`config.mk`:
```
export PLATFORM = sky130hd
export DESIGN_NAME = position_frame_receiver_flat
export DESIGN_NICKNAME = d
export VERILOG_FILES = /design/src/sv/pfr_pkg.sv /design/src/sv/pfr_if.sv /design/src/sv/pfr_parse.sv /design/src/sv/position_frame_receiver.sv /design/src/flat_wrapper.sv
export SDC_FILE = /design/constraint.sdc
export NUM_CORES = 1
export LEC_CHECK = 0
export BUFFER_PORTS_ARGS = -buffer_cell sky130_fd_sc_hd__buf_4
export CAP_MARGIN = 20
export CORE_MARGIN = 2
export CORE_UTILIZATION = 56
export CTS_CLUSTER_SIZE = 20
export DETAILED_ROUTE_END_ITERATION = 6
export MAX_ROUTING_LAYER = met4
export PLACE_DENSITY = 0.76
export SLEW_MARGIN = 20
export SYNTH_ARGS = -nofsm -noshare
export SYNTH_HDL_FRONTEND = slang
export SYNTH_HIERARCHICAL = 1
export SYNTH_SLANG_ARGS = --single-unit
```
`constraint.sdc`:
```
create_clock -name clk -period 11.3 [get_ports clk]
set_input_delay 0.565 -clock clk [delete_from_list [all_inputs] [get_ports clk]]
set_output_delay 0.565 -clock clk [all_outputs]
set_load 0.02 [all_outputs]
```
`src/sv/pfr_pkg.sv`:
```
// shared constants and types for the position frame receiver
`default_nettype none

package pfr_pkg;

  localparam logic [7:0] HEAD_BYTE = 8'h7B;
  localparam logic [7:0] TAIL_BYTE = 8'h7D;

  // frame layout: head, xH, xL, yH, yL, yawH, yawL, bcc, tail
  localparam int unsigned TAIL_INDEX  = 8;
  localparam int unsigned BCC_INDEX   = 7;
  localparam int unsigned STORE_DEPTH = 8;
  localparam int unsigned STORE_IDX_W = $clog2(STORE_DEPTH);

  localparam int unsigned COUNT_W           = 6;
  localparam int unsigned COLLECT_LIMIT_DEF = 47;

  typedef enum logic [1:0] {
    STATUS_GOOD      = 2'd0,
    STATUS_MISPLACED = 2'd1,
    STATUS_BCC_ERROR = 2'd2
  } status_t;

  typedef struct packed {
    status_t            status;
    logic signed [15:0] x_pos;
    logic signed [15:0] y_pos;
    logic signed [15:0] yaw_pos;
  } result_t;

  // what the parser reports for the word it is looking at
  typedef struct packed {
    logic    valid;
    result_t result;
  } event_t;

endpackage

`default_nettype wire

```
`src/sv/pfr_if.sv`:
```
// valid/ready channel interfaces for received bytes and frame results
`default_nettype none

interface pfr_in_if;
  logic       valid;
  logic       ready;
  logic [7:0] rx_byte;

  modport source (output valid, output rx_byte, input ready);
  modport sink   (input valid, input rx_byte, output ready);
endinterface

interface pfr_out_if;
  logic               valid;
  logic               ready;
  logic [1:0]         status;
  logic signed [15:0] x_pos;
  logic signed [15:0] y_pos;
  logic signed [15:0] yaw_pos;

  modport source (output valid, output status, output x_pos, output y_pos,
                  output yaw_pos, input ready);
  modport sink   (input valid, input status, input x_pos, input y_pos,
                  input yaw_pos, output ready);
endinterface

`default_nettype wire

```
`src/sv/pfr_parse.sv`:
```
// frame parser: hunt/collect state, running xor, byte store and last good position
`default_nettype none

module pfr_parse
  import pfr_pkg::*;
#(
  parameter int unsigned COLLECT_LIMIT = COLLECT_LIMIT_DEF
) (
  input  logic       clk,
  input  logic       rst,
  input  logic       step,
  input  logic [7:0] rx_byte,
  output event_t     evt
);

  logic                     collecting;
  logic [COUNT_W-1:0]       byte_count;
  logic [7:0]               running_xor;
  logic [7:0]               frame_store [STORE_DEPTH];
  logic signed [15:0]       good_x;
  logic signed [15:0]       good_y;
  logic signed [15:0]       good_yaw;

  logic                     limit_hit;
  logic                     active;
  logic                     is_head;
  logic                     is_tail;
  logic                     at_tail_idx;
  logic                     bcc_ok;
  logic                     frame_good;
  logic signed [15:0]       new_x;
  logic signed [15:0]       new_y;
  logic signed [15:0]       new_yaw;

  assign limit_hit   = collecting && (byte_count >= COUNT_W'(COLLECT_LIMIT));
  assign active      = collecting && !limit_hit;
  assign is_head     = (rx_byte == HEAD_BYTE);
  assign is_tail     = (rx_byte == TAIL_BYTE);
  assign at_tail_idx = (byte_count == COUNT_W'(TAIL_INDEX));
  assign bcc_ok      = (running_xor == frame_store[BCC_INDEX]);
  assign frame_good  = active && is_tail && at_tail_idx && bcc_ok;

  // big-endian fields
  assign new_x   = {frame_store[1], frame_store[2]};
  assign new_y   = {frame_store[3], frame_store[4]};
  assign new_yaw = {frame_store[5], frame_store[6]};

  always_comb begin
    evt.valid = active && is_tail;
    priority if (!at_tail_idx) begin
      evt.result.status = STATUS_MISPLACED;
    end else if (!bcc_ok) begin
      evt.result.status = STATUS_BCC_ERROR;
    end else begin
      evt.result.status = STATUS_GOOD;
    end
    evt.result.x_pos   = frame_good ? new_x   : good_x;
    evt.result.y_pos   = frame_good ? new_y   : good_y;
    evt.result.yaw_pos = frame_good ? new_yaw : good_yaw;
  end

  always_ff @(posedge clk) begin
    if (rst) begin
      collecting  <= 1'b0;
      byte_count  <= '0;
      running_xor <= '0;
      good_x      <= '0;
      good_y      <= '0;
      good_yaw    <= '0;
    end else if (step) begin
      if (!active) begin
        // hunting, or just dropped out past the limit
        if (is_head) begin
          collecting  <= 1'b1;
          byte_count  <= COUNT_W'(1);
          running_xor <= HEAD_BYTE;
        end else begin
          collecting  <= 1'b0;
          byte_count  <= '0;
          running_xor <= '0;
        end
      end else if (is_tail) begin
        collecting  <= 1'b0;
        byte_count  <= '0;
        running_xor <= '0;
        if (frame_good) begin
          good_x   <= new_x;
          good_y   <= new_y;
          good_yaw <= new_yaw;
        end
      end else begin
        byte_count <= byte_count + COUNT_W'(1);
        if (byte_count < COUNT_W'(BCC_INDEX)) begin
          running_xor <= running_xor ^ rx_byte;
        end
      end
    end
  end

  // store holds bytes 0..7, no reset
  always_ff @(posedge clk) begin
    if (step) begin
      if (!active && is_head) begin
        frame_store[0] <= HEAD_BYTE;
      end else if (active && (byte_count < COUNT_W'(STORE_DEPTH))) begin
        frame_store[byte_count[STORE_IDX_W-1:0]] <= rx_byte;
      end
    end
  end

endmodule

`default_nettype wire

```
`src/sv/position_frame_receiver.sv`:
```
// top level of the position frame receiver: input register, parser, result register
`default_nettype none

// position_frame_receiver takes one received byte per word on rx and parses
// nine-byte position frames: head 0x7B, x, y and yaw as big-endian signed
// 16-bit values, an xor check byte over bytes 0..6, and tail 0x7D. every tail
// seen while collecting yields exactly one word on pos: status 0 for a good
// frame, 1 for a tail that is not the ninth byte, 2 for a check byte
// mismatch, always with the last good position (zero until the first good
// frame). a head byte inside a frame is plain data; a frame that grows past
// COLLECT_LIMIT bytes is dropped with no result and the parser hunts again,
// taking that byte as a possible head. rate is one byte per clock,
// sustained while rx is not held off: the counter, running xor and byte
// store all update as a byte leaves the input register, so a
// byte may follow every cycle. a result waiting on pos does not stop
// bytes that produce no result; only a second tail behind an untaken
// result holds rx off.

module position_frame_receiver
  import pfr_pkg::*;
#(
  parameter int unsigned COLLECT_LIMIT = COLLECT_LIMIT_DEF
) (
  input  logic             clk,
  input  logic             rst,
  pfr_in_if.sink           rx,
  pfr_out_if.source        pos
);

  // input register
  logic       s1_valid;
  logic [7:0] s1_byte;

  // result register
  logic       out_valid;
  result_t    out_res;

  event_t     evt;
  logic       out_free;
  logic       process;

  pfr_parse #(
    .COLLECT_LIMIT (COLLECT_LIMIT)
  ) u_parse (
    .clk     (clk),
    .rst     (rst),
    .step    (process),
    .rx_byte (s1_byte),
    .evt     (evt)
  );

  // a held byte moves on unless it makes a result and the result slot is full
  assign out_free = !out_valid || pos.ready;
  assign process  = s1_valid && (!evt.valid || out_free);
  assign rx.ready = !s1_valid || process;

  always_ff @(posedge clk) begin
    if (rst) begin
      s1_valid <= 1'b0;
    end else if (rx.ready) begin
      s1_valid <= rx.valid;
    end
  end

  always_ff @(posedge clk) begin
    if (rx.valid && rx.ready) begin
      s1_byte <= rx.rx_byte;
    end
  end

  always_ff @(posedge clk) begin
    if (rst) begin
      out_valid <= 1'b0;
    end else if (process && evt.valid) begin
      out_valid <= 1'b1;
    end else if (pos.ready) begin
      out_valid <= 1'b0;
    end
  end

  always_ff @(posedge clk) begin
    if (process && evt.valid) begin
      out_res <= evt.result;
    end
  end

  assign pos.valid   = out_valid;
  assign pos.status  = 2'(out_res.status);
  assign pos.x_pos   = out_res.x_pos;
  assign pos.y_pos   = out_res.y_pos;
  assign pos.yaw_pos = out_res.yaw_pos;

`ifndef SYNTHESIS
  // a held byte that cannot move stays put
  a_hold_byte: assert property (@(posedge clk) disable iff (rst)
    s1_valid && !process |=> s1_valid && $stable(s1_byte))
    else $error("held input byte lost or changed");

  // a new result is only loaded into a free result register
  a_no_overwrite: assert property (@(posedge clk) disable iff (rst)
    process && evt.valid |-> out_free)
    else $error("result register overwritten");

  // rx is only held off while a byte waits in the input register
  a_ready_cause: assert property (@(posedge clk) disable iff (rst)
    !rx.ready |-> s1_valid && evt.valid && out_valid && !pos.ready)
    else $error("rx stalled without cause");
`endif

endmodule

`default_nettype wire

```
`src/flat_wrapper.sv`:
```
// flat-port wrapper written by rule: the top's interface ports become plain ports
module position_frame_receiver_flat import pfr_pkg::*;
#(
  parameter int unsigned COLLECT_LIMIT = COLLECT_LIMIT_DEF
)
  (clk, rst, rx_valid, rx_rx_byte, rx_ready, pos_valid, pos_status, pos_x_pos, pos_y_pos, pos_yaw_pos, pos_ready);
  pfr_in_if rx_i ();
  pfr_out_if pos_i ();
  input  logic clk;
  input  logic rst;
  input wire logic [$bits(rx_i.valid)-1:0] rx_valid;
  input wire logic [$bits(rx_i.rx_byte)-1:0] rx_rx_byte;
  output wire logic [$bits(rx_i.ready)-1:0] rx_ready;
  output wire logic [$bits(pos_i.valid)-1:0] pos_valid;
  output wire logic [$bits(pos_i.status)-1:0] pos_status;
  output wire logic [$bits(pos_i.x_pos)-1:0] pos_x_pos;
  output wire logic [$bits(pos_i.y_pos)-1:0] pos_y_pos;
  output wire logic [$bits(pos_i.yaw_pos)-1:0] pos_yaw_pos;
  input wire logic [$bits(pos_i.ready)-1:0] pos_ready;
  assign rx_i.valid = rx_valid;
  assign rx_i.rx_byte = rx_rx_byte;
  assign rx_ready = rx_i.ready;
  assign pos_valid = pos_i.valid;
  assign pos_status = pos_i.status;
  assign pos_x_pos = pos_i.x_pos;
  assign pos_y_pos = pos_i.y_pos;
  assign pos_yaw_pos = pos_i.yaw_pos;
  assign pos_i.ready = pos_ready;
  position_frame_receiver #(.COLLECT_LIMIT(COLLECT_LIMIT)) u_core (.clk(clk), .rst(rst), .rx(rx_i), .pos(pos_i));
endmodule
```
==> results_dict.tcl, run 1 <==
set metrics [dict create \
    synth-compound-area-share_pct 11.9 \
    synthCells 559 \
    setup_violations 0 \
    grt-ovfl-total 0 \
    syn_area_um2 7320 \
    maxCapViolCount 0 \
    vias 4867 \
    start_util_pct 57.8 \
    maxSlewHeadroom_pct 34.5 \
    fmax_ghz 0.269 \
    p_total_mw 1.32 \
    crit_path_end_kind "flip-flop" \
    final_cell_mix "edfxtp_1, buf_4, dfxtp_1" \
    fin_skew_ns 0.00694 \
    layout_worst_path_cycle_share_pct 32.9 \
    worstPathRequired_ns 11.35 \
    period_needed_ns 3.71 \
    grt_pass1_vias 4753 \
    crit_family "simple AND/OR/NAND/NOR gates" \
    drt_iter0_markers 550 \
    dpl-instance-area_um2 7860 \
    die_w_um 118 \
    grt_max_degree 64 \
    post_cts_resized 0 \
    synthMuxAreaShare_pct 7.52 \
    drc 0 \
    crit_path_start_kind "flip-flop" \
    routedWlPerCell_um 19.6 \
    crit_type "flip-flop to flip-flop" \
    clockBufferDepth 2 \
    clk_pin_slew_ns 0.06 \
    post-dp-hpwl_um 9190 \
    dp.cells 751 \
    antenna_found_initial 0 \
    grt_use_total_pct 23.3 \
    synth_top_area_share_pct 46.7 \
    grt_pass1_wl_um 24500 \
    gp_congestion 0.900 \
    hold_buffers 0 \
    rsz0062_at_grt "no" \
    fin_setup_tns_ns 0 \
    cts_tree "yes" \
    syn_to_final_growth_pct 15.6 \
    cts_sinks 179 \
    coreArea_um2 12700 \
    yosysTopAreaCell "edfxtp_1" \
    slew_viol_final 0 \
    fin_cells 783 \
    p_leak_nw 3.17 \
    cp.buffers_inverters 1 \
    drt-total-wl_um 15400 \
    io_buffers 63 \
    ant_nets 0 \
    cts_root_buf "clkbuf_16" \
    ir_drop_mv 0.121 \
    numCtsBuffers 17 \
    clock_latency_ns 0.43 \
    dieArea_um2 14000 \
    slowest_delay_ns 0.92 \
    synth_xor_area_share_pct 1.67 \
    io_pins 64 \
    synthDistinctLibCells 46 \
    hold_class "input pin to flip-flop" \
    async_reset_ff_share_pct 0 \
    avgSynthCellArea_um2 13.1 \
    postLayoutCellArea_um2 8460 \
    crit_chain "ha_1 -> a31oi_1 -> o21ai_4 -> nor3_1 -> a21boi_4 -> buf_4 -> nand3_1 -> nor3_1" \
    synth_seq_area_share_pct 64.5 \
    cp_max_fo 63 \
    synthSimpleGateAreaFrac_pct 10.1 \
    postCtsSetupBuffers 0 \
    synth_flop_cell "edfxtp_1" \
    row_count 41 \
    diodes 0 \
    finalHoldViolCount 0 \
    nNetsFinal 612 \
    via_per_inst 6.22 \
    chipHeight_um 118 \
    worst_slew_pin_slew_ns 0.975 \
    drt_first_pass_iters 6 \
    cp_slowest_cell "nor3_1" \
    drive_above_1_share_pct 26.0 \
    synthesis.nets 573 \
    p_per_area_nw_per_um2 156 \
    ys_ff_latch 179 \
    ys_warn_count 6 \
    synth_enable_flop_cells 114 \
    layout_commonest_cell "edfxtp_1" \
    status "finished clean" \
    synth_top_family_by_area "compound AO/OA/AOI/OAI gates" \
    synth_adder_area_share_pct 0.342 \
    h-tree-depth 4 \
    yosys-top-cells-area "edfxtp_1, dfxtp_1, nand4_1, mux2_2, o31ai_1" \
    path_common_cell "nor3_1" \
    arrival_ns 3.76 \
]
==> stage by stage <==
stage	hold slack, ns	utilization, %	setup WS [ns]
global placement	0.447	62.0	7.77
finish	0.314	66.8	7.59
CTS	0.297	66.7	7.62
global route	0.293	66.8	7.29
floorplan	0.441	-	6.87
detailed placement	0.458	62.0	7.61
==> per-layer routing <==
metal / vias to the layer above / GRT usage, % / wire, µm
li1: 2225 / - / -
met1: 2377 / 29.1 / 6400
met2: 231 / 36.2 / 7550
met3: 34 / 4.87 / 972
met4: 0 / 11.5 / 452
met5: - / - / 0
==> where the power goes <==
group	leakage [nW]	switching, mW	total [mW]	internal, mW
Combinational	1.04	0.0289	0.0394	0.0105
Clock	0.285	0.238	0.585	0.346
Sequential	1.85	0.00553	0.698	0.692
Total	3.17	0.273	1.32	1.05
==> cell type report <==
cell class,count,area (µm²)
fillers,902,4210
well taps,172,215
clock buffers,18,429
inverters,12,45.0
multi-input cells,319,2370
flip-flops and latches,179,4720
clock inverters,14,163
repair buffers,69,518
==> kinds of logic (layout without fill, tap and decap cells) <==
kind of cell / after synthesis / after routing
buffers and inverters: 61 / 113
multiplexers: 49 / 49
AO/OA/AOI/OAI: 127 / 127
flip-flops: 179 / 179
AND/OR/NAND/NOR: 127 / 127
XOR/XNOR: 14 / 14
adder cells (fa/ha/maj): 2 / 2
==> cell usage after synthesis (2+ instances only) <==
cell type and n:
a21oi_1 53, mux2_2 28, buf_2 8, o31ai_1 36, o21ai_0 4, nor3_1 7, nand4_1 54, or2_2 7
o31ai_2 13, a31oi_1 2, nor4b_4 2, a311oi_1 2, clkbuf_1 34, nor2_1 21, mux2_1 20, nand2_1 22
o22ai_1 5, edfxtp_1 114, a32oi_1 5, xor2_1 5, buf_6 6, nand2b_1 2, inv_1 12, xnor2_1 9
nor2b_1 2, dfxtp_1 65, ha_1 2
==> worst reg2reg max path, delay by kind of cell, from the launching register on <==
| family | cells | cell delay, ns |
|---|---|---|
| buffers and inverters | 1 | 0.55 |
| adder cells (fa/ha/maj) | 1 | 0.29 |
| AO/OA/AOI/OAI | 3 | 0.47 |
| flip-flops | 1 | 0.50 |
| AND/OR/NAND/NOR | 3 | 1.53 |
==> state kept, by name, summed over array words and instances (netlist names), 16 cells and up <==
signal and cells:
u_core/pos.y_pos 16, u_core/u_parse/good_x 16, u_core/u_parse/good_y 16, u_core/pos.x_pos 16, u_core/pos.yaw_pos 16, u_core/u_parse/frame_store 56
u_core/u_parse/good_yaw 16
==> worst paths after layout <==
kind                                                                start                                    endpoint  slack, ns  cells past startpoint
worst max-delay path            u_core/u_parse/byte_count[1]$_SDFFE_PP0P_  u_core/u_parse/frame_store[5][5]$_DFFE_PP_       7.59                      8
worst min-delay path                                        rx_rx_byte[5]                 u_core/s1_byte[5]$_DFFE_PP_       0.31                      1
worst min register to register      u_core/u_parse/good_x[4]$_SDFFE_PP0P_       u_core/u_parse/good_x[4]$_SDFFE_PP0P_       0.47                      2
worst max register to register  u_core/u_parse/byte_count[1]$_SDFFE_PP0P_  u_core/u_parse/frame_store[5][5]$_DFFE_PP_       7.59                      8
Power figures use the tool's default switching activity.
==> run 2, diff against run 1 <==
- ABC_AREA: default -> 1
- CORE_UTILIZATION: 56 -> 53
- PLACE_DENSITY: 0.76 -> 0.75
- clock period: 11.3 -> 3.1 ns (I/O delays scaled with it)
==> results_dict.tcl, run 2 <==
set metrics [dict create \
    status "finished clean" \
    ys_warn_count 6 \
    yosysTopAreaCell "edfxtp_1" \
    synth_top_area_share_pct 46.3 \
    io_buffers 63 \
    crit_family "simple AND/OR/NAND/NOR gates" \
    slew_viol_final 0 \
    reg2regPathDepth 14 \
    grt_use_total_pct 21.0 \
    ff_latch_area_um2 4720 \
    p_total_mw 4.79 \
    worst_hold_path.endpoint "u_core/s1_valid$_SDFFE_PP0P_" \
    clock_latency_ns 0.43 \
    clk_pin_slew_ns 0.06 \
    crit_type "flip-flop to flip-flop" \
    synthesis.nets 799 \
    reg2reg_to "u_core/u_parse/frame_store[1][2]$_DFFE_PP_" \
    syn_area_um2 7390 \
    chipHeight_um 122 \
    layout_commonest_cell "nand2_1" \
    multi_input_area_um2 2170 \
    synthDistinctLibCells 31 \
    worstHoldStart "pos_ready" \
    postCtsSetupBuffers 0 \
    rsz0062_at_grt "no" \
    drt_iter0_markers 571 \
    synth_most_common_cell "nand2_1" \
    drive_above_1_share_pct 15.3 \
    clockBufferDepth 2 \
    hold_class "input pin to flip-flop" \
    avgSynthCellArea_um2 9.42 \
    die_w_um 122 \
    layout_worst_path_cycle_share_pct 89.9 \
    hold_path_depth 4 \
    synthCells 785 \
    maxSlewHeadroom_pct 60.5 \
    routedWlPerCell_um 13.6 \
    crit_path_start_kind "flip-flop" \
    worst_slew_pin_slew_ns 0.592 \
    cts_tree "yes" \
    dieArea_um2 14900 \
    nNetsFinal 877 \
    largest_reg_flops 56 \
    grt_pass1_vias 4681 \
    drc 0 \
    async_reset_ff_share_pct 0 \
    via_per_inst 5.00 \
    fin_skew_ns 0.0107 \
    fin_setup_tns_ns 0 \
    fillCellCount 1103 \
    cp_slowest_cell "dfxtp_1" \
    cts_root_buf "clkbuf_16" \
    cp_max_fo 8 \
    r2r-start "u_core/u_parse/byte_count[1]$_SDFFE_PP0P_" \
    yosys-top-cells-area "edfxtp_1, dfxtp_1, nand2_1, nand3_1, nor2_1" \
    largest_register "u_core/u_parse/frame_store" \
    gp_congestion 0.854 \
    antenna_found_initial 0 \
    coreArea_um2 13800 \
    synth_commonest_cells "nand2_1, nor2_1, edfxtp_1, nand3_1, inv_1" \
    cts_sinks 179 \
    slowest_delay_ns 0.37 \
    start_util_pct 53.7 \
    row_count 43 \
    syn_to_final_growth_pct 19.0 \
    h-tree-depth 4 \
    grt_max_degree 55 \
    path_common_cell "inv_1" \
    numCtsBuffers 17 \
    period_needed_ns 2.79 \
    arrival_ns 2.92 \
    setup_violations 0 \
    maxCapViolCount 0 \
    reg2reg_slack_ns 0.31 \
    drt-total-wl_um 14400 \
    io_pins 64 \
    crit_path_end_kind "flip-flop" \
    fmax_ghz 0.359 \
    synth_flop_cell "edfxtp_1" \
    grt_pass1_wl_um 23000 \
    ant_nets 0 \
    finalHoldViolCount 0 \
    post-place-ws_ns 0.312 \
    ir_drop_mv 0.258 \
    grt-ovfl-total 0 \
    worstPathRequired_ns 3.24 \
    final_cell_mix "nand2_1, nor2_1, edfxtp_1" \
    synth_enable_flop_cells 114 \
    p_leak_nw 4.08 \
    post-dp-hpwl_um 9460 \
    crit_chain "ha_1 -> nand3_2 -> nand2_1 -> nand2_2 -> nand2_4 -> nor2_1 -> inv_1 -> o21ai_0 -> inv_1 -> inv_1 -> nor3_4 -> inv_1 -> nor4_1 -> buf_4" \
    setup_ws_ns 0.312 \
    diodes 0 \
    ys_ff_latch 179 \
    synth_seq_area_share_pct 63.9 \
    drt_first_pass_iters 5 \
    p_per_area_nw_per_um2 545 \
    cp.buffers_inverters 5 \
    vias 5280 \
]
[run 2: cell families after synthesis]
group / share of synthesized area (%)
AND/OR/NAND/NOR: 25.7
AO/OA/AOI/OAI: 1.54
flip-flops: 63.9
buffers and inverters: 6.92
adder cells (fa/ha/maj): 0.338
XOR/XNOR: 1.54
[run 2: per-stage QoR]
step,util (%),cell area [µm²],instances,hold slack (ns)
floorplan,-,7390,785,0.217
global placement,58.8,8090,1015,0.333
detailed placement,58.8,8090,1015,0.334
CTS,63.8,8780,1056,0.0810
global route,63.9,8790,1056,0.0964
finish,63.9,8790,1056,0.0807
[run 2: cell type report]
type,instances,share of cell area [%]
Clock inverter,14,1.81
Sequential cell,179,53.7
Timing Repair Buffer,92,8.54
Inverter,86,3.67
Clock buffer,18,4.99
Multi-Input combinational cell,487,24.7
Tap cell,180,2.56
[run 2: where the power goes]
part	internal [mW]	leakage (nW)	switching [mW]
Combinational	0.0377	1.99	0.0500
Sequential	2.52	1.80	0.0179
Clock	1.28	0.287	0.879
[run 2: worst register-to-register path: cells and delay by family, from the launching register on]
family | cells | cell delay, ns
compound gates | 1 | 0.08
fa+ha+maj | 1 | 0.24
buf+inv | 5 | 0.81
flops | 1 | 0.37
simple gates | 7 | 1.01
[run 2: how the worst max path moves through the flow]
stage | from | endpoint | slack (ns) | cells past startpoint
6_report | u_core/u_parse/byte_count[1]$_SDFFE_PP0P_ | u_core/u_parse/frame_store[1][2]$_DFFE_PP_ | 0.31 | 14
4_1_cts | u_core/u_parse/byte_count[1]$_SDFFE_PP0P_ | u_core/u_parse/frame_store[1][0]$_DFFE_PP_ | 0.28 | 14
3_3_place_gp | u_core/u_parse/byte_count[1]$_SDFFE_PP0P_ | u_core/u_parse/frame_store[1][1]$_DFFE_PP_ | 0.34 | 14
2_1_floorplan | u_core/u_parse/byte_count[0]$_SDFFE_PP0P_ | u_core/u_parse/frame_store[1][0]$_DFFE_PP_ | -0.17 | 14
5_1_grt | u_core/u_parse/byte_count[1]$_SDFFE_PP0P_ | u_core/u_parse/frame_store[1][0]$_DFFE_PP_ | 0.01 | 14
3_5_place_dp | u_core/u_parse/byte_count[1]$_SDFFE_PP0P_ | u_core/u_parse/frame_store[1][2]$_DFFE_PP_ | 0.31 | 14
[run 2: timing repair]
item	in CTS	in global routing
hold buffers	9	0
hold endpoints to repair	9	0
endpoints found under the setup margin	0	16
resized for setup	0	2
[run 2: metal layers]
layer  track usage (%)  routed length, µm  vias up  part of all wire [%]
met5                 -                  0        -                     0
met4              8.91                310        0                   2.2
met3              4.21                644       30                   4.5
met2              33.2               7100      141                    49
met1              26.7               6350     2433                    44
li1                  -                  -     2676                     -
==> run 3, diff against run 2 <==
- HOLD_SLACK_MARGIN: default -> 0.12
- PLACE_DENSITY: 0.75 -> 0.73
==> results_dict.tcl, run 3 (synthesized netlist as in run 2, its figures left out) <==
set metrics [dict create \
    arrival_ns 2.90 \
    clock_latency_ns 0.42 \
    setup_violations 0 \
    slowest_delay_ns 0.38 \
    cts_sinks 179 \
    grt_pass1_vias 5197 \
    crit_cells 14 \
    worst_hold_path.endpoint "u_core/pos.valid$_SDFFE_PP0P_" \
    grt-ovfl-total 0 \
    syn_to_final_growth_pct 18.1 \
    cts_root_buf "clkbuf_16" \
    largest_register "u_core/u_parse/frame_store" \
    crit_chain "ha_1 -> nand3_2 -> nand2_1 -> nand2_2 -> nand2_4 -> nor2_1 -> inv_1 -> o21ai_0 -> inv_2 -> inv_1 -> nor3_4 -> inv_1 -> nor4_1 -> buf_4" \
    drt-total-wl_um 14900 \
    clockBufferDepth 2 \
    io_buffers 63 \
    layout_worst_path_cycle_share_pct 89.1 \
    r2r-start "u_core/u_parse/byte_count[0]$_SDFFE_PP0P_" \
    maxSlewHeadroom_pct 58.8 \
    cp_slowest_cell "dfxtp_2" \
    numCtsBuffers 17 \
    cts_tree "yes" \
    gp_congestion 0.972 \
    vias 5371 \
    chipHeight_um 122 \
    drt_first_pass_iters 6 \
    io_pins 64 \
    h-tree-depth 4 \
    drt-met1-wl_um 6300 \
    ant_nets 0 \
    clk_pin_slew_ns 0.06 \
    grt_max_degree 97 \
    fin_setup_tns_ns 0 \
    p_per_area_nw_per_um2 532 \
    path_common_cell "inv_1" \
    postLayoutCellArea_um2 8730 \
    rsz0062_at_grt "no" \
    hold_path_depth 6 \
    routedWlPerCell_um 14.2 \
    start_util_pct 53.7 \
    drc 0 \
    dr_wl_met2_um 7620 \
    finalHoldViolCount 0 \
    crit_path_start_kind "flip-flop" \
    grt_use_total_pct 22.1 \
    final_cell_mix "nand2_1, nor2_1, edfxtp_1" \
    reg2reg_slack_ns 0.34 \
    worst_slew_pin_slew_ns 0.617 \
    grt_pass1_wl_um 24300 \
    reg2regPathDepth 14 \
    postCtsSetupBuffers 0 \
    crit_path_end_kind "flip-flop" \
    nNetsFinal 876 \
    slew_viol_final 0 \
    reg2reg_to "u_core/u_parse/frame_store[1][4]$_DFFE_PP_" \
    antenna_found_initial 0 \
    hold_class "input pin to flip-flop" \
    dieArea_um2 14900 \
    coreArea_um2 13800 \
    post-dp-hpwl_um 10100 \
    dr_wl_met3_um 699 \
    status "finished clean" \
    drive_above_1_share_pct 15.1 \
    crit_type "flip-flop to flip-flop" \
    maxCapViolCount 0 \
    route.top_layer_used "met4" \
    row_count 43 \
    crit_family "simple AND/OR/NAND/NOR gates" \
    dpl-instance-area_um2 8060 \
    fmax_ghz 0.362 \
    worstHoldStart "pos_ready" \
    cp_max_fo 8 \
    die_w_um 122 \
    ir_drop_mv 0.334 \
    period_needed_ns 2.76 \
    via_per_inst 5.09 \
    fin_skew_ns 0.00845 \
    p_leak_nw 4.07 \
    p_total_mw 4.64 \
    cp.buffers_inverters 5 \
    diodes 0 \
    worstPathRequired_ns 3.23 \
    layout_commonest_cell "nand2_1" \
    largest_reg_flops 56 \
    drt_iter0_markers 558 \
]
==> run 3: changes by cell type in the layout (fill, tap and decap cells not counted), sizes merged <==
cell / previous run / this run
buf: 83 / 81
bufinv: 3 / 1
clkinvlp: 3 / 0
clkbuf: 18 / 24
dlygate4sd3: 9 / 10
clkinv: 6 / 5
==> run 3: cell type report <==
type | instances | area (µm²)
Sequential cell | 179 | 4730
Fill cell | 1121 | 5040
Tap cell | 180 | 225
Clock inverter | 8 | 77.6
Multi-Input combinational cell | 487 | 2160
Timing Repair Buffer | 91 | 733
Inverter | 86 | 323
Clock buffer | 24 | 482
==> run 3: power by group <==
| group | internal (mW) | switching (mW) |
|---|---|---|
| combinational | 0.0367 | 0.0494 |
| clock | 1.17 | 0.844 |
| sequential | 2.52 | 0.0196 |
| total | 3.73 | 0.913 |
==> run 3: through the flow <==
stage	instances	utilization, %	hold slack, ns	setup WS [ns]
floorplan	785	-	0.217	-0.166
global placement	1013	58.5	0.333	0.316
detailed placement	1013	58.5	0.334	0.186
CTS	1055	63.3	0.192	0.164
global route	1055	63.4	0.215	0.0687
finish	1055	63.4	0.202	0.337
==> run 3: layer usage <==
layer	up-vias	GRT usage, %
met2	182	36.2
met1	2480	26.5
li1	2679	-
met5	-	-
met3	30	4.92
met4	0	8.84
==> run 3: timing repair <==
item,4_1_cts,5_1_grt
hold buffers,10,0
endpoints found under the hold margin,9,0
resized for setup,0,3
setup endpoints to repair,0,53
==> run 3: worst max path at each step <==
stage | startpoint | slack [ns] | to
finish | u_core/u_parse/byte_count[0]$_SDFFE_PP0P_ | 0.34 | u_core/u_parse/frame_store[1][4]$_DFFE_PP_
global placement | u_core/u_parse/byte_count[0]$_SDFFE_PP0P_ | 0.32 | u_core/u_parse/frame_store[2][7]$_DFFE_PP_
floorplan | u_core/u_parse/byte_count[0]$_SDFFE_PP0P_ | -0.17 | u_core/u_parse/frame_store[1][0]$_DFFE_PP_
global route | u_core/u_parse/byte_count[0]$_SDFFE_PP0P_ | 0.07 | u_core/u_parse/frame_store[2][3]$_DFFE_PP_
detailed placement | u_core/u_parse/byte_count[0]$_SDFFE_PP0P_ | 0.19 | u_core/u_parse/frame_store[1][7]$_DFFE_PP_
CTS | u_core/u_parse/byte_count[0]$_SDFFE_PP0P_ | 0.16 | u_core/u_parse/frame_store[1][7]$_DFFE_PP_
==> run 3: worst register-to-register path, delay by kind of cell (launching register included) <==
kind,cells,cell delay (ns)
and+or+nand+nor,7,1.00
adders and majority gates,1,0.24
AOI/OAI and AO/OA,1,0.11
DFF,1,0.38
buffers and inverters,5,0.76
